File: config.mk
export PLATFORM = sky130hd
export DESIGN_NAME = host_power_supervisor_top
export DESIGN_NICKNAME = d
export VERILOG_FILES = /design/src/rtl/hps_pkg.sv /design/src/rtl/hps_wake_unit.sv /design/src/rtl/host_power_supervisor_top.sv
export SDC_FILE = /design/constraint.sdc
export NUM_CORES = 1
export LEC_CHECK = 0
export ABC_CLOCK_PERIOD_IN_PS = 7750
export BUFFER_PORTS_ARGS = -buffer_cell sky130_fd_sc_hd__buf_2
export CAP_MARGIN = 15
export CORE_MARGIN = 1
export CORE_UTILIZATION = 60
export DETAILED_ROUTE_END_ITERATION = 8
export PLACE_DENSITY = 0.79
export SLEW_MARGIN = 20
export SYNTH_ARGS = -nofsm -noshare
export SYNTH_HDL_FRONTEND = slang
export SYNTH_SLANG_ARGS = --single-unit
File: constraint.sdc
create_clock -name clk -period 7.75 [get_ports clk]
set_input_delay 1.1625 -clock clk [delete_from_list [all_inputs] [get_ports clk]]
set_output_delay 1.1625 -clock clk [all_outputs]
set_load 0.01 [all_outputs]
File: src/rtl/hps_pkg.sv
// ----------------------------------------------------------------------------
// hps_pkg: shared types and constants of the host power supervisor
// Widths, event kinds, fault codes and register indexes used by the top level
// and by the wake-time unit.
// ----------------------------------------------------------------------------
package hps_pkg;

	localparam int TIME_BITS      = 32;
	localparam int COUNT_BITS     = 16;
	localparam int LIMIT_BITS     = 16;
	localparam int MINUTE_BITS    = 8;
	localparam int LEVEL_BITS     = 10;
	localparam int KIND_BITS      = 3;
	localparam int FAULT_BITS     = 2;
	localparam int STATUS_BITS    = 3;
	localparam int CFG_INDEX_BITS = 3;
	localparam int CFG_DATA_BITS  = 32;
	localparam int FIELD_TIME_BITS = 32;
	localparam int ANCHOR_BITS    = 32;

	localparam int SECS_PER_MIN   = 60;
	localparam int STEP_MAX       = (2 ** MINUTE_BITS - 1) * SECS_PER_MIN;
	localparam int STEP_BITS      = $clog2(STEP_MAX + 1);
	localparam int DIV_CNT_BITS   = $clog2(TIME_BITS);
	localparam int CMP_BITS       = (COUNT_BITS > LIMIT_BITS) ? COUNT_BITS : LIMIT_BITS;

	// Event kinds
	localparam logic [KIND_BITS-1:0] KIND_TICK      = 3'd0;
	localparam logic [KIND_BITS-1:0] KIND_POLL      = 3'd1;
	localparam logic [KIND_BITS-1:0] KIND_HEARTBEAT = 3'd2;
	localparam logic [KIND_BITS-1:0] KIND_HALT      = 3'd3;
	localparam logic [KIND_BITS-1:0] KIND_REINIT    = 3'd4;

	// Fault codes
	localparam logic [FAULT_BITS-1:0] FAULT_NONE      = 2'd0;
	localparam logic [FAULT_BITS-1:0] FAULT_UNPOWERED = 2'd1;
	localparam logic [FAULT_BITS-1:0] FAULT_BOOT      = 2'd2;
	localparam logic [FAULT_BITS-1:0] FAULT_VOLTAGE   = 2'd3;

	// Configuration register indexes
	localparam logic [CFG_INDEX_BITS-1:0] REG_BOOT_LIMIT    = 3'd0;
	localparam logic [CFG_INDEX_BITS-1:0] REG_HALT_LIMIT    = 3'd1;
	localparam logic [CFG_INDEX_BITS-1:0] REG_WAKE_STEP     = 3'd2;
	localparam logic [CFG_INDEX_BITS-1:0] REG_WAKE_ANCHOR   = 3'd3;
	localparam logic [CFG_INDEX_BITS-1:0] REG_VOLTAGE_FLOOR = 3'd4;

	// Handshake between the sequencer and the wake-time unit
	typedef struct packed {
		logic                 done;
		logic [TIME_BITS-1:0] wake;
	} wake_rsp_t;

endpackage

File: src/rtl/hps_wake_unit.sv
// ----------------------------------------------------------------------------
// hps_wake_unit: iterative wake-time calculator
// Computes the next step-aligned restart time after the anchor with a
// bit-serial restoring remainder, one quotient bit per cycle.
// ----------------------------------------------------------------------------
module hps_wake_unit (
	input  logic                               clk,
	input  logic                               arst_n,
	input  logic                               start,
	input  logic [hps_pkg::TIME_BITS-1:0]      now,
	input  logic [hps_pkg::TIME_BITS-1:0]      anchor,
	input  logic [hps_pkg::MINUTE_BITS-1:0]    minutes,
	output hps_pkg::wake_rsp_t                 rsp
);

	typedef enum logic [3:0] {
		W_IDLE = 4'b0001,
		W_PREP = 4'b0010,
		W_DIV  = 4'b0100,
		W_FIN  = 4'b1000
	} wstate_t;

	wstate_t                              state_q;
	logic [hps_pkg::STEP_BITS-1:0]        step_q;
	logic [hps_pkg::STEP_BITS-1:0]        rem_q;
	logic [hps_pkg::TIME_BITS-1:0]        diff_q;
	logic                                 late_q;
	logic [hps_pkg::DIV_CNT_BITS-1:0]     cnt_q;
	logic [hps_pkg::TIME_BITS-1:0]        wake_q;
	logic                                 done_q;

	logic [hps_pkg::STEP_BITS-1:0]        prod;
	logic [hps_pkg::STEP_BITS:0]          trial;
	logic [hps_pkg::STEP_BITS:0]          step_ext;
	logic [hps_pkg::STEP_BITS-1:0]        gap;

	assign prod     = hps_pkg::STEP_BITS'(minutes) *
		hps_pkg::STEP_BITS'(hps_pkg::SECS_PER_MIN);
	assign trial    = {rem_q, diff_q[hps_pkg::TIME_BITS-1]};
	assign step_ext = {1'b0, step_q};
	assign gap      = step_q - rem_q;

	always_ff @(posedge clk or negedge arst_n) begin
		if (!arst_n) begin
			state_q <= W_IDLE;
			done_q  <= 1'b0;
		end else begin
			done_q <= 1'b0;
			case (state_q)
				W_IDLE: begin
					if (start) begin
						state_q <= W_PREP;
					end
				end
				W_PREP: state_q <= W_DIV;
				W_DIV: begin
					if (cnt_q == hps_pkg::DIV_CNT_BITS'(hps_pkg::TIME_BITS - 1)) begin
						state_q <= W_FIN;
					end
				end
				W_FIN: begin
					done_q  <= 1'b1;
					state_q <= W_IDLE;
				end
				default: state_q <= W_IDLE;
			endcase
		end
	end

	always_ff @(posedge clk) begin
		case (state_q)
			W_PREP: begin
				step_q <= (minutes == '0) ?
					hps_pkg::STEP_BITS'(hps_pkg::SECS_PER_MIN) : prod;
				diff_q <= now - anchor;
				late_q <= now > anchor;
				rem_q  <= '0;
				cnt_q  <= '0;
			end
			W_DIV: begin
				// shift in one dividend bit, subtract the step when it fits
				if (trial >= step_ext) begin
					rem_q <= hps_pkg::STEP_BITS'(trial - step_ext);
				end else begin
					rem_q <= trial[hps_pkg::STEP_BITS-1:0];
				end
				diff_q <= diff_q << 1;
				cnt_q  <= cnt_q + 1'b1;
			end
			W_FIN: begin
				wake_q <= late_q ? (now + hps_pkg::TIME_BITS'(gap)) : anchor;
			end
			default: begin
			end
		endcase
	end

	assign rsp.done = done_q;
	assign rsp.wake = wake_q;

endmodule

File: src/rtl/host_power_supervisor_top.sv
// ----------------------------------------------------------------------------
// host_power_supervisor_top: host power relay supervisor
// Takes one event per transaction and returns one result transaction that
// reports relay pulses, fault code, status and the scheduled wake time.
// ----------------------------------------------------------------------------
// Usage:
//   Input channel (in_valid / in_stall) carries one event: kind, now,
//   power_good, supply_level, halt_enable. Output channel (out_valid /
//   out_stall) returns exactly one result transaction per event.
//   Configuration writes go through cfg_valid / cfg_ready with cfg_index
//   selecting boot_limit, halt_limit, wake_step_minutes, wake_anchor or
//   voltage_floor; indexes beyond the list are taken and ignored.
//   Sequence: an event that needs no wake time goes from accept through the
//   evaluate state to the output handover. One that recomputes the wake time
//   also waits for the bit-serial remainder unit, which retires one dividend
//   bit per cycle. One event is in work at a time; the next is taken once
//   the result has moved into the output register.
//   Reset: registers return to their default limits, the host is considered
//   stopped and on first run, and no result is pending.
//   Stall: a stalled result holds in the output register; the next event
//   may still be taken and waits for the register to free before delivery.
// ----------------------------------------------------------------------------
module host_power_supervisor_top (
	input  logic                                  clk,
	input  logic                                  arst_n,
	// event channel
	input  logic                                  in_valid,
	output logic                                  in_stall,
	input  logic [hps_pkg::KIND_BITS-1:0]         kind,
	input  logic [hps_pkg::FIELD_TIME_BITS-1:0]   now,
	input  logic                                  power_good,
	input  logic [hps_pkg::LEVEL_BITS-1:0]        supply_level,
	input  logic                                  halt_enable,
	// result channel
	output logic                                  out_valid,
	input  logic                                  out_stall,
	output logic                                  relay_on_pulse,
	output logic                                  relay_off_pulse,
	output logic [hps_pkg::FAULT_BITS-1:0]        fault,
	output logic [hps_pkg::STATUS_BITS-1:0]       status,
	output logic [hps_pkg::FIELD_TIME_BITS-1:0]   wake_time,
	// configuration channel
	input  logic                                  cfg_valid,
	output logic                                  cfg_ready,
	input  logic [hps_pkg::CFG_INDEX_BITS-1:0]    cfg_index,
	input  logic [hps_pkg::CFG_DATA_BITS-1:0]     cfg_data
);

	typedef enum logic [3:0] {
		S_IDLE = 4'b0001,
		S_EVAL = 4'b0010,
		S_WAIT = 4'b0100,
		S_OUT  = 4'b1000
	} state_t;

	state_t state_q;

	// configuration registers
	logic [hps_pkg::LIMIT_BITS-1:0]   boot_limit_q;
	logic [hps_pkg::LIMIT_BITS-1:0]   halt_limit_q;
	logic [hps_pkg::MINUTE_BITS-1:0]  wake_step_q;
	logic [hps_pkg::ANCHOR_BITS-1:0]  wake_anchor_q;
	logic [hps_pkg::LEVEL_BITS-1:0]   voltage_floor_q;

	// supervisor state
	logic                             first_run_q;
	logic                             started_q;
	logic                             halting_q;
	logic                             booted_q;
	logic [hps_pkg::COUNT_BITS-1:0]   boot_count_q;
	logic [hps_pkg::COUNT_BITS-1:0]   halt_count_q;
	logic [hps_pkg::TIME_BITS-1:0]    restart_at_q;

	// captured event
	logic [hps_pkg::KIND_BITS-1:0]    kind_q;
	logic [hps_pkg::TIME_BITS-1:0]    now_q;
	logic                             pgood_q;
	logic [hps_pkg::LEVEL_BITS-1:0]   supply_q;
	logic                             hen_q;

	// per-event result bits, held until delivery
	logic                             on_q;
	logic                             off_q;
	logic [hps_pkg::FAULT_BITS-1:0]   fault_q;

	// output register
	logic                                  out_valid_q;
	logic                                  out_on_q;
	logic                                  out_off_q;
	logic [hps_pkg::FAULT_BITS-1:0]        out_fault_q;
	logic [hps_pkg::STATUS_BITS-1:0]       out_status_q;
	logic [hps_pkg::FIELD_TIME_BITS-1:0]   out_wake_q;

	// next-state values from the event decoder
	logic                             first_run_d;
	logic                             started_d;
	logic                             halting_d;
	logic                             booted_d;
	logic [hps_pkg::COUNT_BITS-1:0]   boot_count_d;
	logic [hps_pkg::COUNT_BITS-1:0]   halt_count_d;
	logic                             on_d;
	logic                             off_d;
	logic [hps_pkg::FAULT_BITS-1:0]   fault_d;
	logic                             need_wake;

	logic [hps_pkg::CMP_BITS-1:0]     boot_cnt_x;
	logic [hps_pkg::CMP_BITS-1:0]     halt_cnt_x;
	logic [hps_pkg::CMP_BITS-1:0]     boot_lim_x;
	logic [hps_pkg::CMP_BITS-1:0]     halt_lim_x;
	logic                             due;

	logic                             in_take;
	logic                             out_load;
	logic                             wake_start;
	hps_pkg::wake_rsp_t               wake_rsp;

	assign in_stall  = (state_q != S_IDLE);
	assign cfg_ready = (state_q == S_IDLE);
	assign in_take   = in_valid && !in_stall;
	assign out_load  = (state_q == S_OUT) && (!out_valid_q || !out_stall);
	assign wake_start = (state_q == S_EVAL) && need_wake;

	assign boot_cnt_x = hps_pkg::CMP_BITS'(boot_count_q);
	assign halt_cnt_x = hps_pkg::CMP_BITS'(halt_count_q);
	assign boot_lim_x = hps_pkg::CMP_BITS'(boot_limit_q);
	assign halt_lim_x = hps_pkg::CMP_BITS'(halt_limit_q);
	assign due        = now_q >= restart_at_q;

	// Decode the captured event against the current state.
	always_comb begin
		first_run_d  = first_run_q;
		started_d    = started_q;
		halting_d    = halting_q;
		booted_d     = booted_q;
		boot_count_d = boot_count_q;
		halt_count_d = halt_count_q;
		on_d         = 1'b0;
		off_d        = 1'b0;
		fault_d      = hps_pkg::FAULT_NONE;
		need_wake    = 1'b0;
		case (kind_q)
			hps_pkg::KIND_TICK: begin
				// advance the halt cooldown first, else the boot cooldown
				if (started_q) begin
					if (halting_q && (halt_cnt_x < halt_lim_x)) begin
						if (halt_count_q != '1) begin
							halt_count_d = halt_count_q + 1'b1;
						end
					end else if (!booted_q && (boot_cnt_x < boot_lim_x)) begin
						if (boot_count_q != '1) begin
							boot_count_d = boot_count_q + 1'b1;
						end
					end
				end
			end
			hps_pkg::KIND_POLL: begin
				if (!started_q) begin
					if (first_run_q || due) begin
						if (supply_q <= voltage_floor_q) begin
							// refuse the start, leave state alone
							fault_d = hps_pkg::FAULT_VOLTAGE;
						end else begin
							on_d         = 1'b1;
							started_d    = 1'b1;
							halting_d    = 1'b0;
							booted_d     = 1'b0;
							boot_count_d = '0;
							halt_count_d = '0;
							need_wake    = 1'b1;
						end
					end
				end else begin
					need_wake = due;
					if (halting_q) begin
						if (halt_cnt_x >= halt_lim_x) begin
							off_d        = 1'b1;
							first_run_d  = 1'b0;
							started_d    = 1'b0;
							halting_d    = 1'b0;
							booted_d     = 1'b0;
							boot_count_d = '0;
							halt_count_d = '0;
						end
					end else if (!pgood_q && (boot_count_q != '0)) begin
						fault_d = hps_pkg::FAULT_UNPOWERED;
					end else if (!booted_q && (boot_cnt_x >= boot_lim_x)) begin
						fault_d = hps_pkg::FAULT_BOOT;
					end
				end
			end
			hps_pkg::KIND_HEARTBEAT: begin
				boot_count_d = '0;
				halt_count_d = '0;
				booted_d     = 1'b1;
			end
			hps_pkg::KIND_HALT: begin
				boot_count_d = '0;
				halt_count_d = '0;
				halting_d    = hen_q;
			end
			hps_pkg::KIND_REINIT: begin
				first_run_d  = 1'b1;
				started_d    = pgood_q;
				halting_d    = 1'b0;
				booted_d     = 1'b0;
				boot_count_d = '0;
				halt_count_d = '0;
				need_wake    = 1'b1;
			end
			default: begin
			end
		endcase
	end

	// Sequencer and supervisor state
	always_ff @(posedge clk or negedge arst_n) begin
		if (!arst_n) begin
			state_q         <= S_IDLE;
			boot_limit_q    <= hps_pkg::LIMIT_BITS'(120);
			halt_limit_q    <= hps_pkg::LIMIT_BITS'(30);
			wake_step_q     <= '0;
			wake_anchor_q   <= '0;
			voltage_floor_q <= '0;
			first_run_q     <= 1'b1;
			started_q       <= 1'b0;
			halting_q       <= 1'b0;
			booted_q        <= 1'b0;
			boot_count_q    <= '0;
			halt_count_q    <= '0;
			restart_at_q    <= '0;
			out_valid_q     <= 1'b0;
		end else begin
			// register writes; unknown indexes drop
			if (cfg_valid && cfg_ready) begin
				case (cfg_index)
					hps_pkg::REG_BOOT_LIMIT:
						boot_limit_q <= cfg_data[hps_pkg::LIMIT_BITS-1:0];
					hps_pkg::REG_HALT_LIMIT:
						halt_limit_q <= cfg_data[hps_pkg::LIMIT_BITS-1:0];
					hps_pkg::REG_WAKE_STEP:
						wake_step_q <= cfg_data[hps_pkg::MINUTE_BITS-1:0];
					hps_pkg::REG_WAKE_ANCHOR:
						wake_anchor_q <= cfg_data[hps_pkg::ANCHOR_BITS-1:0];
					hps_pkg::REG_VOLTAGE_FLOOR:
						voltage_floor_q <= cfg_data[hps_pkg::LEVEL_BITS-1:0];
					default: begin
					end
				endcase
			end

			// load a new result, else retire a delivered one
			if (out_load) begin
				out_valid_q <= 1'b1;
			end else if (out_valid_q && !out_stall) begin
				out_valid_q <= 1'b0;
			end

			case (state_q)
				S_IDLE: begin
					if (in_take) begin
						state_q <= S_EVAL;
					end
				end
				S_EVAL: begin
					first_run_q  <= first_run_d;
					started_q    <= started_d;
					halting_q    <= halting_d;
					booted_q     <= booted_d;
					boot_count_q <= boot_count_d;
					halt_count_q <= halt_count_d;
					state_q      <= need_wake ? S_WAIT : S_OUT;
				end
				S_WAIT: begin
					if (wake_rsp.done) begin
						restart_at_q <= wake_rsp.wake;
						state_q      <= S_OUT;
					end
				end
				S_OUT: begin
					if (out_load) begin
						state_q <= S_IDLE;
					end
				end
				default: state_q <= S_IDLE;
			endcase
		end
	end

	// Event capture, result bits and output payload
	always_ff @(posedge clk) begin
		if (in_take) begin
			kind_q   <= kind;
			now_q    <= hps_pkg::TIME_BITS'(now);
			pgood_q  <= power_good;
			supply_q <= supply_level;
			hen_q    <= halt_enable;
		end
		if (state_q == S_EVAL) begin
			on_q    <= on_d;
			off_q   <= off_d;
			fault_q <= fault_d;
		end
		if (out_load) begin
			out_on_q     <= on_q;
			out_off_q    <= off_q;
			out_fault_q  <= fault_q;
			out_status_q <= {halting_q, booted_q, pgood_q};
			out_wake_q   <= hps_pkg::FIELD_TIME_BITS'(restart_at_q);
		end
	end

	hps_wake_unit u_wake (
		.clk     (clk),
		.arst_n  (arst_n),
		.start   (wake_start),
		.now     (now_q),
		.anchor  (hps_pkg::TIME_BITS'(wake_anchor_q)),
		.minutes (wake_step_q),
		.rsp     (wake_rsp)
	);

	assign out_valid       = out_valid_q;
	assign relay_on_pulse  = out_on_q;
	assign relay_off_pulse = out_off_q;
	assign fault           = out_fault_q;
	assign status          = out_status_q;
	assign wake_time       = out_wake_q;

	// The wake unit answers only while the sequencer waits for it.
	a_wake_done_in_wait: assert property (@(posedge clk) disable iff (!arst_n)
		wake_rsp.done |-> (state_q == S_WAIT))
		else $error("wake unit finished outside the wait state");

	// A new result appears only when the sequencer hands one over.
	a_out_from_seq: assert property (@(posedge clk) disable iff (!arst_n)
		$rose(out_valid_q) |-> $past(state_q == S_OUT))
		else $error("result valid rose without a handover");

	// Both relay pulses never leave with one result.
	a_pulse_exclusive: assert property (@(posedge clk) disable iff (!arst_n)
		out_valid_q |-> !(out_on_q && out_off_q))
		else $error("relay on and off pulses together");

	// A switch-on leaves the host started, a switch-off leaves it stopped.
	a_on_started: assert property (@(posedge clk) disable iff (!arst_n)
		(state_q == S_OUT && on_q) |-> started_q)
		else $error("switch-on without started host");

	a_off_stopped: assert property (@(posedge clk) disable iff (!arst_n)
		(state_q == S_OUT && off_q) |-> (!started_q && !first_run_q))
		else $error("switch-off left host marked started");

endmodule

==> flow_summary.yaml <==
detailed_routing:
  firstDrtPassIters: 8
  drtAntennaViolNets: 0
  detail_route.drc_violations: 0
  vias: 14200
  routedWlPerCell_um: 19.5
  drt_first_iter_violations: 1174
  via_per_inst: 5.95
  routed_wl_um: 46700
layout:
  multi_input_area_um2: 9190
  final_area_um2: 22000
  regArea_um2: 9600
  syn_to_final_growth_pct: 12.3
  drive_gt1_share_pct: 17.1
  fillers: 2344
  diodes: 0
  nNetsFinal: 2197
timing:
  grt_setup_unrepaired: "no"
  finalSetupTns_ps: 0
  fin_ws_ps: 2700
  slew_violations: 0
  finalCritPeriodShare_pct: 65.2
  clock.fmax_mhz: 198
  hold_viol_final: 0
  fin_crit_ps: 5050
  fin_skew_ps: 24.7
  final-setup-viol-count: 0
  worst_pin_slew_ps: 1070
  relSlewSlack_pct: 28.5
critical_path:
  start_kind: "flop"
  worst-path-stages: 19
  worstSetupPathType: "flop to flop"
  cp_max_fo: 9
  cp_num_buf_inv: 1
  cp.arrival_ps: 5280
  cp_common_cell: "a21oi_1"
  slowest_stage: "o41ai_1"
  cp-end-kind: "flop"
  rr_worst_depth: 19
  worstPathRequired_ps: 7970
  cp_slowest_stage_delay_ps: 690
  cp_top_family: "compound AO/OA/AOI/OAI gates"
  cp_cell_sequence: "inv_1 > ha_1 > a21o_1 > a21oi_1 > o21bai_1 > a21oi_1 > nor2b_1 > o21a_1 > nor2_1 > xnor2_1 > ha_1 > and2_1 > a31oi_1 > o31ai_1 > o41ai_1 > o211ai_1 > nand3_1 > xor2_1 > a21oi_1"
placement:
  preCtsSetupSlack_ps: 2860
  place_congestion: 0.938
  dp_hpwl_um: 33100
  place_area_um2: 20700
  portBuffers: 128
floorplanning:
  start_util_pct: 61.6
  coreArea_um2: 31800
  std_cell_rows: 65
  dieArea_um2: 33400
  fp.dieH_um: 183
  ios: 129
  die_w_um: 183
global_routing:
  grt_max_degree: 94
  antenna_found_initial: 0
  track_usage_pct: 28.6
  grt_pass1_wl_um: 73900
  grt-ovfl-total: 0
  grt_pass1_vias: 13900
power:
  p_leak_nw: 9.70
  vdd_drop_max_v: 0.000578
  p_total_mw: 7.93
  power_density_nw_per_um2: 361
outcome:
  status: "completed"
yosys:
  synth_top_cell_by_area: "edfxtp_1"
  synth_ff_type: "edfxtp_1"
  syn_avg_cell_area_um2: 10.9
  ys_seq_area_share_pct: 49.1
  yosys-top-cells-area: "edfxtp_1 (29%), dfrtp_1 (19%), ha_1 (11%), mux2_2 (5.8%), inv_1 (3.3%)"
  synth_top_area_share_pct: 28.5
  netlist-cell-type-count: 77
  synthCells: 1789
  async_flop_share_pct: 46.2
  ys_warn_count: 0
  yosys_register_bits: 346
  synth_fp_nets: 2060
  synth-edff-count: 186
  synthesis.area_um2: 19600
clock_tree:
  clock-root-buffer: "clkbuf_16"
  htreeDepth: 2
  postCtsSetupRepairBufs: 0
  cts_tree: "built"
  cts_max_path_buffers: 3
  clock_sinks: 346
  clk_latency_ps: 540
  post_cts_resized: 0
  clk_pin_slew_ps: 60
  hold_buffers: 0
  cts_buffers: 38
worst_hold_path:
  hold-path-cell-count: 0
  worstHoldPathType: "flop to flop"
flow_run:
  maxCapViolCount: 0
==> cell usage after synthesis, types with 11 or more instances <==
library cell and count:
mux2_2 100, inv_1 173, dfstp_2 11, and2_1 12
nand2_1 115, mux2i_1 14, nand3_1 28, or3_1 18
a21o_1 55, o21a_1 16, nand2b_1 18, o21bai_1 14
a21oi_1 115, o21ai_0 107, nor2_1 126, xnor2_1 41
fa_1 16, clkbuf_1 32, nor3_1 25, a31oi_1 11
nand4_1 31, ha_1 168, edfxtp_1 186, and3_1 15
xor2_1 44, dfrtp_1 149, nor2b_1 17
==> through the flow <==
stage               util (%)  cells  hold slack, ps
global placement        65.1   2321             406
detailed placement      65.1   2321             412
CTS                     69.1   2390             426
floorplan                  -   1789             400
global route            69.1   2390             428
finish                  69.1   2390             422
==> cell families (layout without fill, tap and decap cells) <==
group                    count (synthesis)  count (layout)  share of synthesized area [%]
multiplexers                           115             115                           6.53
buffers and inverters                  216             382                           4.22
AND/OR/NAND/NOR                        455             455                           11.5
XOR/XNOR                                85              85                           3.80
adder cells (fa/ha/maj)                184             184                           12.4
AO/OA/AOI/OAI                          388             388                           12.5
flip-flops                             346             346                           49.1
==> where the power goes <==
part	internal [mW]	total, mW	switching, mW	leakage [nW]
clock	1.12	1.85	0.738	0.624
combinational	1.44	3.28	1.84	5.35
sequential	2.50	2.80	0.306	3.73
==> cell type report <==
cell class                 instances  share of cell area (%)
clock buffer                      57                    5.17
clock inverter                    12                   0.615
inverter                         174                    2.97
multi-input combinational       1227                    41.8
sequential                       346                    43.7
tap                              435                    2.48
timing repair buffer             139                    3.32
==> metal layers <==
| layer | vias to the layer above | wire length, µm | GRT usage, % |
|---|---|---|---|
| met4 | 0 | 1320 | 8.74 |
| met2 | 518 | 22500 | 48.2 |
| met3 | 87 | 3380 | 4.43 |
| li1 | 6683 | - | - |
| met1 | 6921 | 19400 | 38.1 |
| met5 | - | 0 | 0 |
==> worst paths after layout <==
path | end | slack [ps] | startpoint
worst max register to register | u_wake.wake_q[25]$_DFFE_PP_ | 2700 | u_wake.rem_q[2]$_SDFFCE_PN0P_
worst min-delay path | relay_on_pulse$_DFFE_PP_ | 420 | on_q$_SDFFCE_PN0N_
min in group asynchronous | out_valid$_DFFE_PN0P_ | 740 | arst_n
worst min register to register | relay_on_pulse$_DFFE_PP_ | 420 | on_q$_SDFFCE_PN0N_
max in group asynchronous | boot_lim_x[15]$_DFFE_PN0P_ | 5530 | arst_n
worst max-delay path | u_wake.wake_q[25]$_DFFE_PP_ | 2700 | u_wake.rem_q[2]$_SDFFCE_PN0P_
==> flip-flops by register name, indices dropped and copies added (netlist names), 2 cells and up <==
signal,count
now_q,32
restart_at_q,32
u_wake.diff_q,32
u_wake.wake_q,32
wake_anchor_q,32
wake_time,32
boot_cnt_x,16
boot_lim_x,16
halt_cnt_x,16
halt_lim_x,16
u_wake.rem_q,14
u_wake.step_q,12
supply_q,10
voltage_floor_q,10
wake_step_q,8
u_wake.cnt_q,5
state_q,4
u_wake.state_q,4
kind_q,3
status,3
fault,2
fault_q,2
==> layout by cell type, fill, tap and decap left out, types with 44 or more instances in the layout <==
cell and n:
a21o_1 55, a21oi_1 114, buf_2 127, dfrtp_1 149, edfxtp_1 186, ha_1 168, inv_1 173, mux2_2 100
nand2_1 114, nor2_1 126, o21ai_0 106, xor2_1 44
Note: power is estimated with default switching activity, not from simulation.
